$ cat config.mk
export PLATFORM = sky130hd
export DESIGN_NAME = display_pixel_byte_packer_flat
export DESIGN_NICKNAME = d
export VERILOG_FILES = /design/src/hdl/dpbp_pkg.sv /design/src/hdl/dpbp_ifs.sv /design/src/hdl/dpbp_front.sv /design/src/hdl/dpbp_queue.sv /design/src/hdl/dpbp_back.sv /design/src/hdl/display_pixel_byte_packer.sv /design/src/flat_wrapper.sv
export SDC_FILE = /design/constraint.sdc
export NUM_CORES = 1
export LEC_CHECK = 0
export BUFFER_PORTS_ARGS = -buffer_cell sky130_fd_sc_hd__buf_2
export CORE_ASPECT_RATIO = 0.6
export CORE_MARGIN = 1
export CORE_UTILIZATION = 40
export DETAILED_ROUTE_END_ITERATION = 16
export GPL_TIMING_DRIVEN = 0
export SETUP_SLACK_MARGIN = 0.02
export SLEW_MARGIN = 15
export SYNTH_ARGS = -nofsm -noshare
export SYNTH_HDL_FRONTEND = slang
export SYNTH_SLANG_ARGS = --single-unit
$ cat constraint.sdc
create_clock -name clk -period 8.6 [get_ports clk]
set_input_delay 0.43 -clock clk [delete_from_list [all_inputs] [get_ports clk]]
set_output_delay 0.43 -clock clk [all_outputs]
set_load 0.01 [all_outputs]
$ cat src/hdl/dpbp_pkg.sv
`default_nettype none
package dpbp_pkg;

  localparam int FMT_W   = 3;
  localparam int IMG_W_W = 13;
  localparam int RESET_IMG_W = 128;
  localparam int ADDR_W  = 3;
  localparam int DATA_W  = 32;

  localparam logic [FMT_W-1:0] FMT_MONO1 = 3'd0;
  localparam logic [FMT_W-1:0] FMT_GRAY4 = 3'd1;
  localparam logic [FMT_W-1:0] FMT_GRAY8 = 3'd2;
  localparam logic [FMT_W-1:0] FMT_RGB   = 3'd3;
  localparam logic [FMT_W-1:0] FMT_BGR   = 3'd4;
  localparam logic [FMT_W-1:0] FMT_ARGB  = 3'd5;
  localparam logic [FMT_W-1:0] FMT_ABGR  = 3'd6;

  localparam logic REG_FORMAT = 1'b0;
  localparam logic REG_WIDTH  = 1'b1;

  localparam logic [7:0] BYTE_MASK = 8'hFF;
  localparam logic [3:0] NIB_MASK  = 4'h0F;

  typedef struct packed {
    logic       mono_bit;
    logic [7:0] gray;
    logic [7:0] red;
    logic [7:0] green;
    logic [7:0] blue;
    logic [7:0] alpha;
    logic       last_pixel;
  } pix_t;

  // Up to four bytes per pixel; last applies to the final byte of the job.
  typedef struct packed {
    logic [3:0][7:0] bytes;
    logic [2:0]      cnt;
    logic            last;
  } job_t;

endpackage
`default_nettype wire

$ cat src/hdl/dpbp_ifs.sv
`default_nettype none
interface dpbp_pix_if;
  logic       valid;
  logic       ready;
  logic       mono_bit;
  logic [7:0] gray;
  logic [7:0] red;
  logic [7:0] green;
  logic [7:0] blue;
  logic [7:0] alpha;
  logic       last_pixel;

  modport source (output valid, mono_bit, gray, red, green, blue, alpha, last_pixel,
                  input ready);
  modport sink (input valid, mono_bit, gray, red, green, blue, alpha, last_pixel,
                output ready);
endinterface

interface dpbp_byte_if;
  logic       valid;
  logic       ready;
  logic [7:0] out_byte;
  logic       last_byte;

  modport source (output valid, out_byte, last_byte, input ready);
  modport sink (input valid, out_byte, last_byte, output ready);
endinterface
`default_nettype wire

$ cat src/hdl/dpbp_front.sv
`default_nettype none
module dpbp_front #(
  parameter int CW_W = 13
) (
  input  wire logic                   clk,
  input  wire logic                   rst_n,
  input  wire logic                   clr,
  input  wire logic [2:0]             fmt,
  input  wire logic [CW_W-1:0]        eff_width,
  input  wire logic                   pix_valid,
  output logic                        pix_ready,
  input  wire dpbp_pkg::pix_t         pix,
  output logic                        job_valid,
  input  wire logic                   job_ready,
  output dpbp_pkg::job_t              job
);
  import dpbp_pkg::*;

  logic [7:0]      acc_r, acc_nxt;
  logic [2:0]      held_r, held_nxt;
  logic [CW_W-1:0] col_r, col_nxt;
  logic [3:0]      nib_r, nib_nxt;
  logic            nib_wait_r, nib_wait_nxt;

  logic [CW_W-1:0] col_inc;
  logic            row_end;
  logic [7:0]      acc_set;
  logic [3:0]      nib;
  logic            fire;

  assign pix_ready = job_ready;
  assign fire      = pix_valid && pix_ready;
  assign col_inc   = col_r + 1'b1;
  assign row_end   = col_inc >= eff_width;
  assign acc_set   = acc_r | (pix.mono_bit ? (8'h80 >> held_r) : 8'h00);
  assign nib       = pix.gray[7:4] & NIB_MASK;

  always_comb begin
    acc_nxt      = acc_r;
    held_nxt     = held_r;
    col_nxt      = col_r;
    nib_nxt      = nib_r;
    nib_wait_nxt = nib_wait_r;
    job          = '0;
    job.last     = pix.last_pixel;
    job_valid    = 1'b0;
    if (fire) begin
      unique case (fmt)
        FMT_MONO1: begin
          acc_nxt  = acc_set;
          held_nxt = held_r + 1'b1;
          col_nxt  = row_end ? '0 : col_inc;
          if (held_r == 3'd7 || row_end || pix.last_pixel) begin
            job.bytes[0] = acc_set;
            job.cnt      = 3'd1;
            acc_nxt      = '0;
            held_nxt     = '0;
          end
        end
        FMT_GRAY4: begin
          if (nib_wait_r) begin
            job.bytes[0] = {nib_r, nib};
            job.cnt      = 3'd1;
            nib_wait_nxt = 1'b0;
            nib_nxt      = '0;
          end else if (pix.last_pixel) begin
            job.bytes[0] = {nib, 4'h0};
            job.cnt      = 3'd1;
          end else begin
            nib_nxt      = nib;
            nib_wait_nxt = 1'b1;
          end
        end
        FMT_GRAY8: begin
          job.bytes[0] = pix.gray & BYTE_MASK;
          job.cnt      = 3'd1;
        end
        FMT_RGB: begin
          job.bytes = {8'h00, pix.blue, pix.green, pix.red};
          job.cnt   = 3'd3;
        end
        FMT_BGR: begin
          job.bytes = {8'h00, pix.red, pix.green, pix.blue};
          job.cnt   = 3'd3;
        end
        FMT_ARGB: begin
          job.bytes = {pix.alpha, pix.red, pix.green, pix.blue};
          job.cnt   = 3'd4;
        end
        FMT_ABGR: begin
          job.bytes = {pix.alpha, pix.blue, pix.green, pix.red};
          job.cnt   = 3'd4;
        end
        default: job.cnt = 3'd0;
      endcase
      job_valid = job.cnt != 3'd0;
      if (pix.last_pixel) begin
        acc_nxt      = '0;
        held_nxt     = '0;
        col_nxt      = '0;
        nib_nxt      = '0;
        nib_wait_nxt = 1'b0;
      end
    end
    if (clr) begin
      acc_nxt      = '0;
      held_nxt     = '0;
      col_nxt      = '0;
      nib_nxt      = '0;
      nib_wait_nxt = 1'b0;
    end
  end

  always_ff @(posedge clk) begin
    if (!rst_n) begin
      acc_r      <= '0;
      held_r     <= '0;
      col_r      <= '0;
      nib_r      <= '0;
      nib_wait_r <= 1'b0;
    end else begin
      acc_r      <= acc_nxt;
      held_r     <= held_nxt;
      col_r      <= col_nxt;
      nib_r      <= nib_nxt;
      nib_wait_r <= nib_wait_nxt;
    end
  end

endmodule
`default_nettype wire

$ cat src/hdl/dpbp_queue.sv
`default_nettype none
module dpbp_queue (
  input  wire logic           clk,
  input  wire logic           rst_n,
  input  wire logic           push_valid,
  output logic                push_ready,
  input  wire dpbp_pkg::job_t push_job,
  output logic                pop_valid,
  input  wire logic           pop_ready,
  output dpbp_pkg::job_t      pop_job
);
  import dpbp_pkg::*;

  job_t       mem_r [2];
  logic       wp_r, wp_nxt;
  logic       rp_r, rp_nxt;
  logic [1:0] cnt_r, cnt_nxt;
  logic       do_push, do_pop;

  assign push_ready = cnt_r != 2'd2;
  assign pop_valid  = cnt_r != 2'd0;
  assign pop_job    = mem_r[rp_r];
  assign do_push    = push_valid && push_ready;
  assign do_pop     = pop_valid && pop_ready;

  always_comb begin
    wp_nxt  = do_push ? ~wp_r : wp_r;
    rp_nxt  = do_pop ? ~rp_r : rp_r;
    cnt_nxt = cnt_r + {1'b0, do_push} - {1'b0, do_pop};
  end

  always_ff @(posedge clk) begin
    if (do_push) begin
      mem_r[wp_r] <= push_job;
    end
  end

  always_ff @(posedge clk) begin
    if (!rst_n) begin
      wp_r  <= 1'b0;
      rp_r  <= 1'b0;
      cnt_r <= '0;
    end else begin
      wp_r  <= wp_nxt;
      rp_r  <= rp_nxt;
      cnt_r <= cnt_nxt;
    end
  end

endmodule
`default_nettype wire

$ cat src/hdl/dpbp_back.sv
`default_nettype none
module dpbp_back (
  input  wire logic           clk,
  input  wire logic           rst_n,
  input  wire logic           job_valid,
  output logic                job_ready,
  input  wire dpbp_pkg::job_t job,
  output logic                out_valid,
  input  wire logic           out_ready,
  output logic [7:0]          out_byte,
  output logic                out_last
);
  import dpbp_pkg::*;

  job_t       cur_r, cur_nxt;
  logic [1:0] idx_r, idx_nxt;
  logic       busy_r, busy_nxt;
  logic       ov_r, ov_nxt;
  logic [7:0] ob_r, ob_nxt;
  logic       ol_r, ol_nxt;
  logic       ld, at_end, free;
  logic [1:0] last_idx;

  assign last_idx  = cur_r.cnt[1:0] - 2'd1;
  assign ld        = !ov_r || out_ready;
  assign at_end    = idx_r == last_idx;
  assign free      = !busy_r || (ld && at_end);
  assign job_ready = free;
  assign out_valid = ov_r;
  assign out_byte  = ob_r;
  assign out_last  = ol_r;

  always_comb begin
    cur_nxt  = cur_r;
    idx_nxt  = idx_r;
    busy_nxt = busy_r;
    ov_nxt   = ov_r;
    ob_nxt   = ob_r;
    ol_nxt   = ol_r;
    if (ld) begin
      ov_nxt = busy_r;
      if (busy_r) begin
        ob_nxt  = cur_r.bytes[idx_r];
        ol_nxt  = cur_r.last && at_end;
        idx_nxt = idx_r + 2'd1;
        if (at_end) begin
          busy_nxt = 1'b0;
        end
      end
    end
    if (free && job_valid) begin
      cur_nxt  = job;
      idx_nxt  = '0;
      busy_nxt = 1'b1;
    end
  end

  always_ff @(posedge clk) begin
    cur_r <= cur_nxt;
    ob_r  <= ob_nxt;
    ol_r  <= ol_nxt;
  end

  always_ff @(posedge clk) begin
    if (!rst_n) begin
      idx_r  <= '0;
      busy_r <= 1'b0;
      ov_r   <= 1'b0;
    end else begin
      idx_r  <= idx_nxt;
      busy_r <= busy_nxt;
      ov_r   <= ov_nxt;
    end
  end

endmodule
`default_nettype wire

$ cat src/hdl/display_pixel_byte_packer.sv
// Pixel to wire-byte packer. One pixel per input transaction, one byte per
// output transaction. A pixel yields four bytes in ARGB8888/ABGR8888 and three
// in RGB888/BGR888. Gray8, gray4, mono1 and the undefined format (no bytes)
// run at one pixel per cycle unless the output stalls; gray4 yields one byte
// per two pixels (a lone last pixel yields one too) and mono1 one per eight
// (or at row end or last pixel). The byte-wide output register, at one byte
// per clock while not stalled, sets the pace. The front end packs pixels
// into jobs; a two-entry queue decouples it from the byte serializer.
// Any register write restarts the image; write registers only while idle.
// Register map: 0x0 pixel_format, 0x4 image_width.
`default_nettype none
module display_pixel_byte_packer #(
  parameter int MAX_WIDTH = 4096
) (
  input  wire logic                          clk,
  input  wire logic                          rst_n,
  dpbp_pix_if.sink                           in_ch,
  dpbp_byte_if.source                        out_ch,
  input  wire logic                          cfg_psel,
  input  wire logic                          cfg_penable,
  input  wire logic                          cfg_pwrite,
  input  wire logic [dpbp_pkg::ADDR_W-1:0]   cfg_paddr,
  input  wire logic [dpbp_pkg::DATA_W-1:0]   cfg_pwdata,
  output logic [dpbp_pkg::DATA_W-1:0]        cfg_prdata,
  output logic                               cfg_pready
);
  import dpbp_pkg::*;

  localparam int CW_W  = $clog2(MAX_WIDTH + 1);
  localparam int CMP_W = (CW_W > IMG_W_W) ? CW_W : IMG_W_W;
  localparam int RESET_EW = (RESET_IMG_W > MAX_WIDTH) ? MAX_WIDTH : RESET_IMG_W;

  logic [FMT_W-1:0]   fmt_r, fmt_nxt;
  logic [IMG_W_W-1:0] img_w_r, img_w_nxt;
  logic [CW_W-1:0]    ew_r, ew_nxt;
  logic               wr, clr;
  logic [CMP_W-1:0]   w_ext;

  pix_t pix;
  job_t f_job, q_job;
  logic f_valid, f_ready, q_valid, q_ready;

  assign cfg_pready = 1'b1;
  assign wr    = cfg_psel && cfg_penable && cfg_pwrite;
  assign clr   = wr;
  assign w_ext = CMP_W'(cfg_pwdata[IMG_W_W-1:0]);

  always_comb begin
    fmt_nxt   = fmt_r;
    img_w_nxt = img_w_r;
    ew_nxt    = ew_r;
    if (wr) begin
      unique case (cfg_paddr[2])
        REG_FORMAT: fmt_nxt = cfg_pwdata[FMT_W-1:0];
        REG_WIDTH: begin
          img_w_nxt = cfg_pwdata[IMG_W_W-1:0];
          if (w_ext == '0) begin
            ew_nxt = CW_W'(1);
          end else if (w_ext > CMP_W'(MAX_WIDTH)) begin
            ew_nxt = CW_W'(MAX_WIDTH);
          end else begin
            ew_nxt = w_ext[CW_W-1:0];
          end
        end
        default: fmt_nxt = fmt_r;
      endcase
    end
  end

  always_ff @(posedge clk) begin
    if (!rst_n) begin
      fmt_r   <= FMT_MONO1;
      img_w_r <= IMG_W_W'(RESET_IMG_W);
      ew_r    <= CW_W'(RESET_EW);
    end else begin
      fmt_r   <= fmt_nxt;
      img_w_r <= img_w_nxt;
      ew_r    <= ew_nxt;
    end
  end

  always_comb begin
    unique case (cfg_paddr[2])
      REG_FORMAT: cfg_prdata = DATA_W'(fmt_r);
      REG_WIDTH:  cfg_prdata = DATA_W'(img_w_r);
      default:    cfg_prdata = '0;
    endcase
  end

  assign pix.mono_bit   = in_ch.mono_bit;
  assign pix.gray       = in_ch.gray;
  assign pix.red        = in_ch.red;
  assign pix.green      = in_ch.green;
  assign pix.blue       = in_ch.blue;
  assign pix.alpha      = in_ch.alpha;
  assign pix.last_pixel = in_ch.last_pixel;

  dpbp_front #(.CW_W(CW_W)) u_front (
    .clk       (clk),
    .rst_n     (rst_n),
    .clr       (clr),
    .fmt       (fmt_r),
    .eff_width (ew_r),
    .pix_valid (in_ch.valid),
    .pix_ready (in_ch.ready),
    .pix       (pix),
    .job_valid (f_valid),
    .job_ready (f_ready),
    .job       (f_job)
  );

  dpbp_queue u_queue (
    .clk        (clk),
    .rst_n      (rst_n),
    .push_valid (f_valid),
    .push_ready (f_ready),
    .push_job   (f_job),
    .pop_valid  (q_valid),
    .pop_ready  (q_ready),
    .pop_job    (q_job)
  );

  dpbp_back u_back (
    .clk       (clk),
    .rst_n     (rst_n),
    .job_valid (q_valid),
    .job_ready (q_ready),
    .job       (q_job),
    .out_valid (out_ch.valid),
    .out_ready (out_ch.ready),
    .out_byte  (out_ch.out_byte),
    .out_last  (out_ch.last_byte)
  );

endmodule
`default_nettype wire

$ cat src/flat_wrapper.sv
// flat-port wrapper written by rule: the top's interface ports become plain ports
module display_pixel_byte_packer_flat import dpbp_pkg::*;
#(
  parameter int MAX_WIDTH = 4096
)
  (clk, rst_n, cfg_psel, cfg_penable, cfg_pwrite, cfg_paddr, cfg_pwdata, cfg_prdata, cfg_pready, in_ch_valid, in_ch_mono_bit, in_ch_gray, in_ch_red, in_ch_green, in_ch_blue, in_ch_alpha, in_ch_last_pixel, in_ch_ready, out_ch_valid, out_ch_out_byte, out_ch_last_byte, out_ch_ready);
  dpbp_pix_if in_ch_i ();
  dpbp_byte_if out_ch_i ();
  input  wire logic clk;
  input  wire logic rst_n;
  input  wire logic cfg_psel;
  input  wire logic cfg_penable;
  input  wire logic cfg_pwrite;
  input  wire logic [dpbp_pkg::ADDR_W-1:0] cfg_paddr;
  input  wire logic [dpbp_pkg::DATA_W-1:0] cfg_pwdata;
  output logic [dpbp_pkg::DATA_W-1:0] cfg_prdata;
  output logic cfg_pready;
  input wire logic [$bits(in_ch_i.valid)-1:0] in_ch_valid;
  input wire logic [$bits(in_ch_i.mono_bit)-1:0] in_ch_mono_bit;
  input wire logic [$bits(in_ch_i.gray)-1:0] in_ch_gray;
  input wire logic [$bits(in_ch_i.red)-1:0] in_ch_red;
  input wire logic [$bits(in_ch_i.green)-1:0] in_ch_green;
  input wire logic [$bits(in_ch_i.blue)-1:0] in_ch_blue;
  input wire logic [$bits(in_ch_i.alpha)-1:0] in_ch_alpha;
  input wire logic [$bits(in_ch_i.last_pixel)-1:0] in_ch_last_pixel;
  output wire logic [$bits(in_ch_i.ready)-1:0] in_ch_ready;
  output wire logic [$bits(out_ch_i.valid)-1:0] out_ch_valid;
  output wire logic [$bits(out_ch_i.out_byte)-1:0] out_ch_out_byte;
  output wire logic [$bits(out_ch_i.last_byte)-1:0] out_ch_last_byte;
  input wire logic [$bits(out_ch_i.ready)-1:0] out_ch_ready;
  assign in_ch_i.valid = in_ch_valid;
  assign in_ch_i.mono_bit = in_ch_mono_bit;
  assign in_ch_i.gray = in_ch_gray;
  assign in_ch_i.red = in_ch_red;
  assign in_ch_i.green = in_ch_green;
  assign in_ch_i.blue = in_ch_blue;
  assign in_ch_i.alpha = in_ch_alpha;
  assign in_ch_i.last_pixel = in_ch_last_pixel;
  assign in_ch_ready = in_ch_i.ready;
  assign out_ch_valid = out_ch_i.valid;
  assign out_ch_out_byte = out_ch_i.out_byte;
  assign out_ch_last_byte = out_ch_i.last_byte;
  assign out_ch_i.ready = out_ch_ready;
  display_pixel_byte_packer #(.MAX_WIDTH(MAX_WIDTH)) u_core (.clk(clk), .rst_n(rst_n), .in_ch(in_ch_i), .out_ch(out_ch_i), .cfg_psel(cfg_psel), .cfg_penable(cfg_penable), .cfg_pwrite(cfg_pwrite), .cfg_paddr(cfg_paddr), .cfg_pwdata(cfg_pwdata), .cfg_prdata(cfg_prdata), .cfg_pready(cfg_pready));
endmodule
* After elaboration in Yosys (flattened, before gate mapping)
Memory sizes are Yosys's and may differ from the RTL's. A register that Yosys moved wholly into a read port is not among the register bits.
Index checks and enable logic that the tools add are counted.
** Operators by class
- Div/mod/pow operators :: 0
- Muxes and demuxes :: 36
- Bitwise operators :: 5
- $lt $le $gt $ge :: 3
- Reductions and logical operators :: 31
- Add/subtract/negate cells :: 6
- Equal/unequal tests :: 9
- Shift-type cells :: 1
- Multiply operators :: 0
** Operator list (number)
- 24-bit one-hot mux with 4 select lines :: 1
- 13-bit two-way mux :: 5
- 32-bit one-hot mux with 2 select lines :: 1
- 8-bit two-way mux :: 5
- 8-bit one-hot mux with 5 select lines :: 1
- 35-bit two-way mux :: 1
- 11-bit two-way mux :: 3
- 8-bit binary-select mux with 2-bit select :: 1
- 3-bit one-hot mux with 5 select lines :: 1
- 13-bit by 1-bit adder with 13-bit output, second input constant :: 1
- 13-bit greater-or-equal comparator :: 1
- 13-bit greater-than comparator, second input constant :: 1
- 13-bit logical NOT :: 1
- 3-bit == test, second input constant :: 4
- 3-bit two-way mux :: 4
- 4-bit two-way mux :: 3
- 2-bit OR reduction :: 6
- 1-bit two-way mux :: 10
- 2-bit AND reduction :: 5
- 8-bit bitwise OR :: 1
- 2-bit nonzero test :: 4
- 8-bit by 3-bit >> shifter with 8-bit output, first input constant :: 1
- 1-bit logical AND :: 7
- 3-bit by 2-bit == test with 1-bit output, second input constant :: 2
- other kinds (14) :: 21
** Word-level totals
- Word-level logic and storage cells :: 108
- Input bits :: 84
- Memories kept :: 1
- RAM bits :: 72
- Bits in read-only memories :: 0
- Output and inout port bits :: 44
- Flip-flop bits (word level) :: 75
- Latch bits :: 0
** Memories
- u_core.u_queue.mem_r :: depth 2, bits a word 36, read ports 1, clocked after memory_dff 1, wr ports 1, RTL line dpbp_queue.sv:14 : job_t mem_r [2];

* Logic depth before layout (Yosys ltp)
- Depth after elaboration :: 12
- Gate-level depth with buffers :: 20
- Gate-level depth less buffers :: 18

* Modules after synthesis
A second synthesis with hierarchy kept.
** Unflattened totals
- Cell total of the unflattened synthesis :: 787
- Area, all modules :: 8879.8 um^2
** Modules (own cells, without submodules)
- dpbp_queue :: area each 2870.3 um^2, cells each 142, times used 1, seq. area each 2262.2 um^2
- dpbp_front :: area each 2852.7 um^2, cells each 402, times used 1, seq. area each 580.6 um^2
- dpbp_back :: area each 1788.0 um^2, cells each 80, times used 1, seq. area each 1401.3 um^2
- display_pixel_byte_packer :: area each 1368.8 um^2, cells each 163, times used 1, seq. area each 580.6 um^2

* Least setup slack after synthesis
No wires, ideal clock.
- Kind :: flip-flop to flip-flop
- Start :: register u_core.u_front.col_r[0]
- End :: memory u_core.u_queue.mem_r[0][0] (netlist name) (enable)
- Arrival :: 4458 ps
- Buffers on the path :: 2
- Data required time :: 8169 ps
- Period minus slack after synthesis :: 4889 ps
- Slack :: 3711 ps
- Stages on the path, launching flop included :: 15
- Library setup time :: 431 ps
- Cells stage by stage :: dfxtp_1 ha_1 nand3_1 or2_2 clkbuf_1 nor3_1 xor2_1 ha_1 nand4_1 nor4_1 or4_4 or4_1 buf_2 o21a_1 nor2b_1
** On the way
- Cells in the longest elaborated chain, start to end :: 12
** RTL lines
- start, declared :: RTL line dpbp_front.sv:21 : logic [CW_W-1:0] col_r, col_nxt;
- start signal, assigned :: RTL line dpbp_front.sv:124 : col_r <= col_nxt;
- 13-bit by 1-bit adder with 13-bit output :: RTL line dpbp_front.sv:33 : assign col_inc = col_r + 1'b1;
- 13-bit greater-or-equal comparator :: RTL line dpbp_front.sv:34 : assign row_end = col_inc >= eff_width;
- 1-bit logical OR (2 in series) :: RTL line dpbp_front.sv:53 : if (held_r == 3'd7 || row_end || pix.last_pixel) begin
- 11-bit two-way mux :: RTL line dpbp_front.sv:53
- 3-bit one-hot mux with 5 select lines :: RTL line dpbp_front.sv:48 : unique case (fmt)
- 3-bit two-way mux :: RTL line dpbp_front.sv:47 : if (fire) begin
- 3-bit nonzero test :: RTL line dpbp_front.sv:96 : job_valid = job.cnt != 3'd0;
- 1-bit two-way mux :: RTL line dpbp_front.sv:47
- 1-bit logical AND :: RTL line dpbp_queue.sv:23 : assign do_push = push_valid && push_ready;
- 1-bit two-way mux :: RTL line dpbp_queue.sv:33 : if (do_push) begin
- 1-bit two-way mux (implied by the code) :: RTL line dpbp_queue.sv:34 : mem_r[wp_r] <= push_job;
- end, declared :: RTL line dpbp_queue.sv:14
Every way passes these cells. The select of a mux whose other input is x is not followed.

* Worst setup path after layout
- Start :: register u_core.u_front.col_r[0]
- End :: register u_core.u_queue.cnt_r[1]
** On the way
- Cells in the longest elaborated chain, start to end :: 12
** RTL lines
- 13-bit by 1-bit adder with 13-bit output :: RTL line dpbp_front.sv:33
- 13-bit greater-or-equal comparator :: RTL line dpbp_front.sv:34
- 1-bit logical OR (2 in series) :: RTL line dpbp_front.sv:53
- 11-bit two-way mux :: RTL line dpbp_front.sv:53
- 3-bit one-hot mux with 5 select lines :: RTL line dpbp_front.sv:48
- 3-bit two-way mux :: RTL line dpbp_front.sv:47
- 3-bit nonzero test :: RTL line dpbp_front.sv:96
- 1-bit two-way mux :: RTL line dpbp_front.sv:47
- 1-bit logical AND :: RTL line dpbp_queue.sv:23
- 2-bit by 1-bit adder with 2-bit output :: RTL line dpbp_queue.sv:29 : cnt_nxt = cnt_r + {1'b0, do_push} - {1'b0, do_pop};
- 2-bit by 1-bit subtractor with 2-bit output :: RTL line dpbp_queue.sv:29
- end signal, assigned :: RTL line dpbp_queue.sv:46 : cnt_r <= cnt_nxt;
- end, declared :: RTL line dpbp_queue.sv:17 : logic [1:0] cnt_r, cnt_nxt;
Every way passes these cells. The select of a mux whose other input is x is not followed.
A chain may end at the register's enable or synchronous reset.

==> summary.txt <==
Min path
  – Worst Hold Path EP: u_core.img_w_r[10]
  – Worst Hold Depth: 3
  – Min-Delay Startpoint: cfg_pwdata[10]
  – Worst Hold Class: primary input to register

STA
  – TNS Setup: 0 ns
  – Hold_ws: 0.2583 ns
  – Worst Max-Slew Pin Slew: 0.8867 ns
  – Highest clock rate: 202.3 MHz
  – Hold Vio Cnt, Final: 0
  – Tcrit/Tclk final: 57.48%
  – Minimum clock period: 4.943 ns
  – RSZ-0062 raised after global routing: no
  – Final Setup Violations: 0
  – Clk_skew: 0.01068 ns
  – Slew headroom: 40.89%
  – Pins Over Slew Limit: 0

Floorplan
  – Site row count: 40
  – I/O pin count: 128
  – Die Span X: 188.2 um
  – Die H: 113.7 um
  – Core ar.: 20170 um^2
  – Die footprint: 21400 um^2
  – Initial Utilization: 41.26%

Placed design
  – IO buf count: 86
  – Dpl cells: 1131
  – HPWL Detailed: 14440 um
  – RePlAce Congestion: 0.8733

Synth
  – Top-area cell type share of the netlist area: 41.14%
  – Sequential-to-total area share from yosys stat: 57.01%
  – Post-synthesis async set-or-reset flop share: 0%
  – #FFs+latches synth: 180
  – Netlist Area Pre-Place: 8322 um^2
  – Post-Syn Area per Cell: 11.07 um^2
  – Synth area leader: edfxtp_1
  – Main area contributors after synthesis: edfxtp_1 41%, dfxtp_1 16%, mux2_2 5.0%
  – Netlist cell types: 48
  – Number of synthesized flops with an enable pin: 114
  – Yosys warns: 0
  – Syn Inst Count: 752
  – Main synth FF type: edfxtp_1

Finish
  – Fin nets: 983
  – Commonest non-fill, non-tap cell in the layout: edfxtp_1
  – Final Core Density: 48.62%
  – Layout cells sized above 1: 21.69%
  – Fill cells: 1844
  – Commonest cells after routing, fill and taps aside: 114 x edfxtp_1, 87 x buf_2, 73 x nand2_1
  – Finished Layout Cells: 1164
  – P&R area growth vs syn: 17.83%

Routing
  – Drt wl/cell: 16.84 um
  – DRC: 0
  – Routed vias/inst: 5.074
  – Routed Antenna Nets: 0
  – DR pass1 iterations: 7
  – Initial DRC count: 449
  – WL final: 19600 um
  – Vias: 5906

Setup path
  – R2R depth: 20
  – Worst reg-to-reg setup slack: 3.66 ns
  – RR Endpoint: u_core.u_queue.cnt_r[1]
  – CP Data Required Time: 8.90 ns
  – Max FO, Critical Path: 6
  – Critical path arrival: 5.24 ns
  – Crit start category: register
  – Worst r2r src: u_core.u_front.col_r[0]
  – Kind of critical path: register to register
  – Worst setup EP type: register

GRT
  – Antenna violations before repair: 1
  – Total grt overflow: 0
  – Global Route Usage Sum: 18.98%
  – First-pass GRT wire length: 30490 um
  – Vias in the first global route: 5421
  – Largest net degree at the start of global routing: 37

Clocking
  – TritonCTS sink count: 180
  – Setup Fix Bufs, Post-CTS: 0
  – H-tree levels: 4
  – Clock Pin Slew Worst Setup and Hold Paths: 0.07 ns
  – CTS Buf Count: 17
  – Clock buffer depth: 2
  – Hold-fix buffers, CTS: 0
  – Clock Latency Late Sink: 0.43 ns
  – Clock Tree Root: clkbuf_16
  – Post-CTS sizing: 0
  – TritonCTS clock tree: yes

Power and ir drop
  – Pwr Total: 2.342 mW
  – Pleak: 3.667 nW
  – Maximum vdd drop: 0.0001338 V
  – Power Density: 238.8 nW/um^2

Run status
  – Status: finished clean

Job
  – Max Cap Viol: 0
## Yosys cell counts (9+ instances only)
library cell	count
edfxtp_1	114
xnor2_1	10
mux2i_1	9
a31oi_1	14
ha_1	22
a21oi_1	69
mux2_2	37
xor2_1	9
nand3b_1	9
and2_1	29
nor3_1	9
dfxtp_1	66
inv_1	22
nor2b_1	15
o21ai_0	17
nand3_1	34
clkbuf_1	32
buf_4	20
nand2_1	73
nor2_1	60
## worst max path at each step
stage                     slack (ns)                          end  depth (start not counted)               startpoint
after floorplan                 3.71   u_core.u_queue.mem_r[0][0]                         14  u_core.u_front.col_r[0]
after global placement          2.16  u_core.u_queue.mem_r[0][17]                         14  u_core.u_front.col_r[0]
after detailed placement        3.67      u_core.u_queue.cnt_r[1]                         20  u_core.u_front.col_r[0]
after CTS                       3.65      u_core.u_queue.cnt_r[1]                         20  u_core.u_front.col_r[0]
after global routing            3.32      u_core.u_queue.cnt_r[1]                         20  u_core.u_front.col_r[0]
final                           3.66      u_core.u_queue.cnt_r[1]                         20  u_core.u_front.col_r[0]
## routing by layer
layer  global-route usage [%]  up-vias  part of all wire, %
met4                    4.986        0                  1.0
met5                        0        -                    0
met3                    3.815       14                  5.5
met2                    25.83      154                   39
met1                    30.05     2823                   54
li1                         -     2915                    -
## where the power goes
| part | total, mW | switching, mW | internal, mW |
|---|---|---|---|
| clock | 0.788 | 0.330 | 0.458 |
| combinational | 0.432 | 0.255 | 0.177 |
| sequential | 1.12 | 0.0397 | 1.08 |
| total | 2.34 | 0.625 | 1.72 |
## cell families after synthesis
logic type      after synthesis  synth area share, %
compound gates              137                9.833
xor+xnor                     19                2.000
fa+ha+maj                    22                3.308
buf+inv                      82                4.616
flops                       180                57.01
mux                          54                8.254
other cells                   2              0.09025
simple gates                256                14.88
## final cells by class
cell class / count / area [um^2] / area share, %
sequential: 180 / 4745 / 48.39
multi-input combinational: 508 / 3272 / 33.37
timing repair buffer: 88 / 470.5 / 4.798
clock buffer: 20 / 436.7 / 4.453
tap: 273 / 341.6 / 3.483
buffer: 60 / 301.5 / 3.075
clock inverter: 12 / 153.9 / 1.569
inverter: 22 / 82.58 / 0.8422
antenna: 1 / 2.502 / 0.02552
## flip-flops by register name, indices dropped and copies added (netlist names)
| signal | flops |
|---|---|
| u_core.u_queue.mem_r | 70 |
| u_core.u_back.cur_r | 35 |
| u_core.ew_r | 13 |
| u_core.img_w_r | 13 |
| u_core.u_front.col_r | 13 |
| u_core.u_back.out_byte | 8 |
| u_core.u_front.acc_r | 8 |
| u_core.u_front.nib_r | 4 |
| u_core.fmt_r | 3 |
| u_core.u_front.held_r | 3 |
| u_core.u_back.idx_r | 2 |
| u_core.u_queue.cnt_r | 2 |
| u_core.u_back.busy_r | 1 |
| u_core.u_back.out_last | 1 |
| u_core.u_back.out_valid | 1 |
| u_core.u_front.nib_wait_r | 1 |
| u_core.u_queue.rp_r | 1 |
| u_core.u_queue.wp_r | 1 |
## worst max-delay path: stages, from the launching register on
cell	delay (ns)
dfxtp_1	0.42
ha_1	0.26
nand3_1	0.21
or2_2	0.34
clkbuf_1	0.15
nor3_1	0.41
xor2_1	0.26
ha_1	0.29
a211oi_2	0.18
nor2_1	0.07
or4_4	0.48
or4_1	0.46
buf_2	0.19
o21a_1	0.25
inv_1	0.08
ha_1	0.22
inv_1	0.06
ha_1	0.15
xor2_1	0.17
xnor2_1	0.13
nor2_1	0.05
## per-stage QoR
stage	cell area, um^2	worst slack, ns
2_1_floorplan	8389	3.711
3_3_place_gp	9161	2.165
3_5_place_dp	9210	3.673
4_1_cts	9801	3.650
5_1_grt	9806	3.321
6_report	9806	3.657
(Power assumes the default switching activity.)
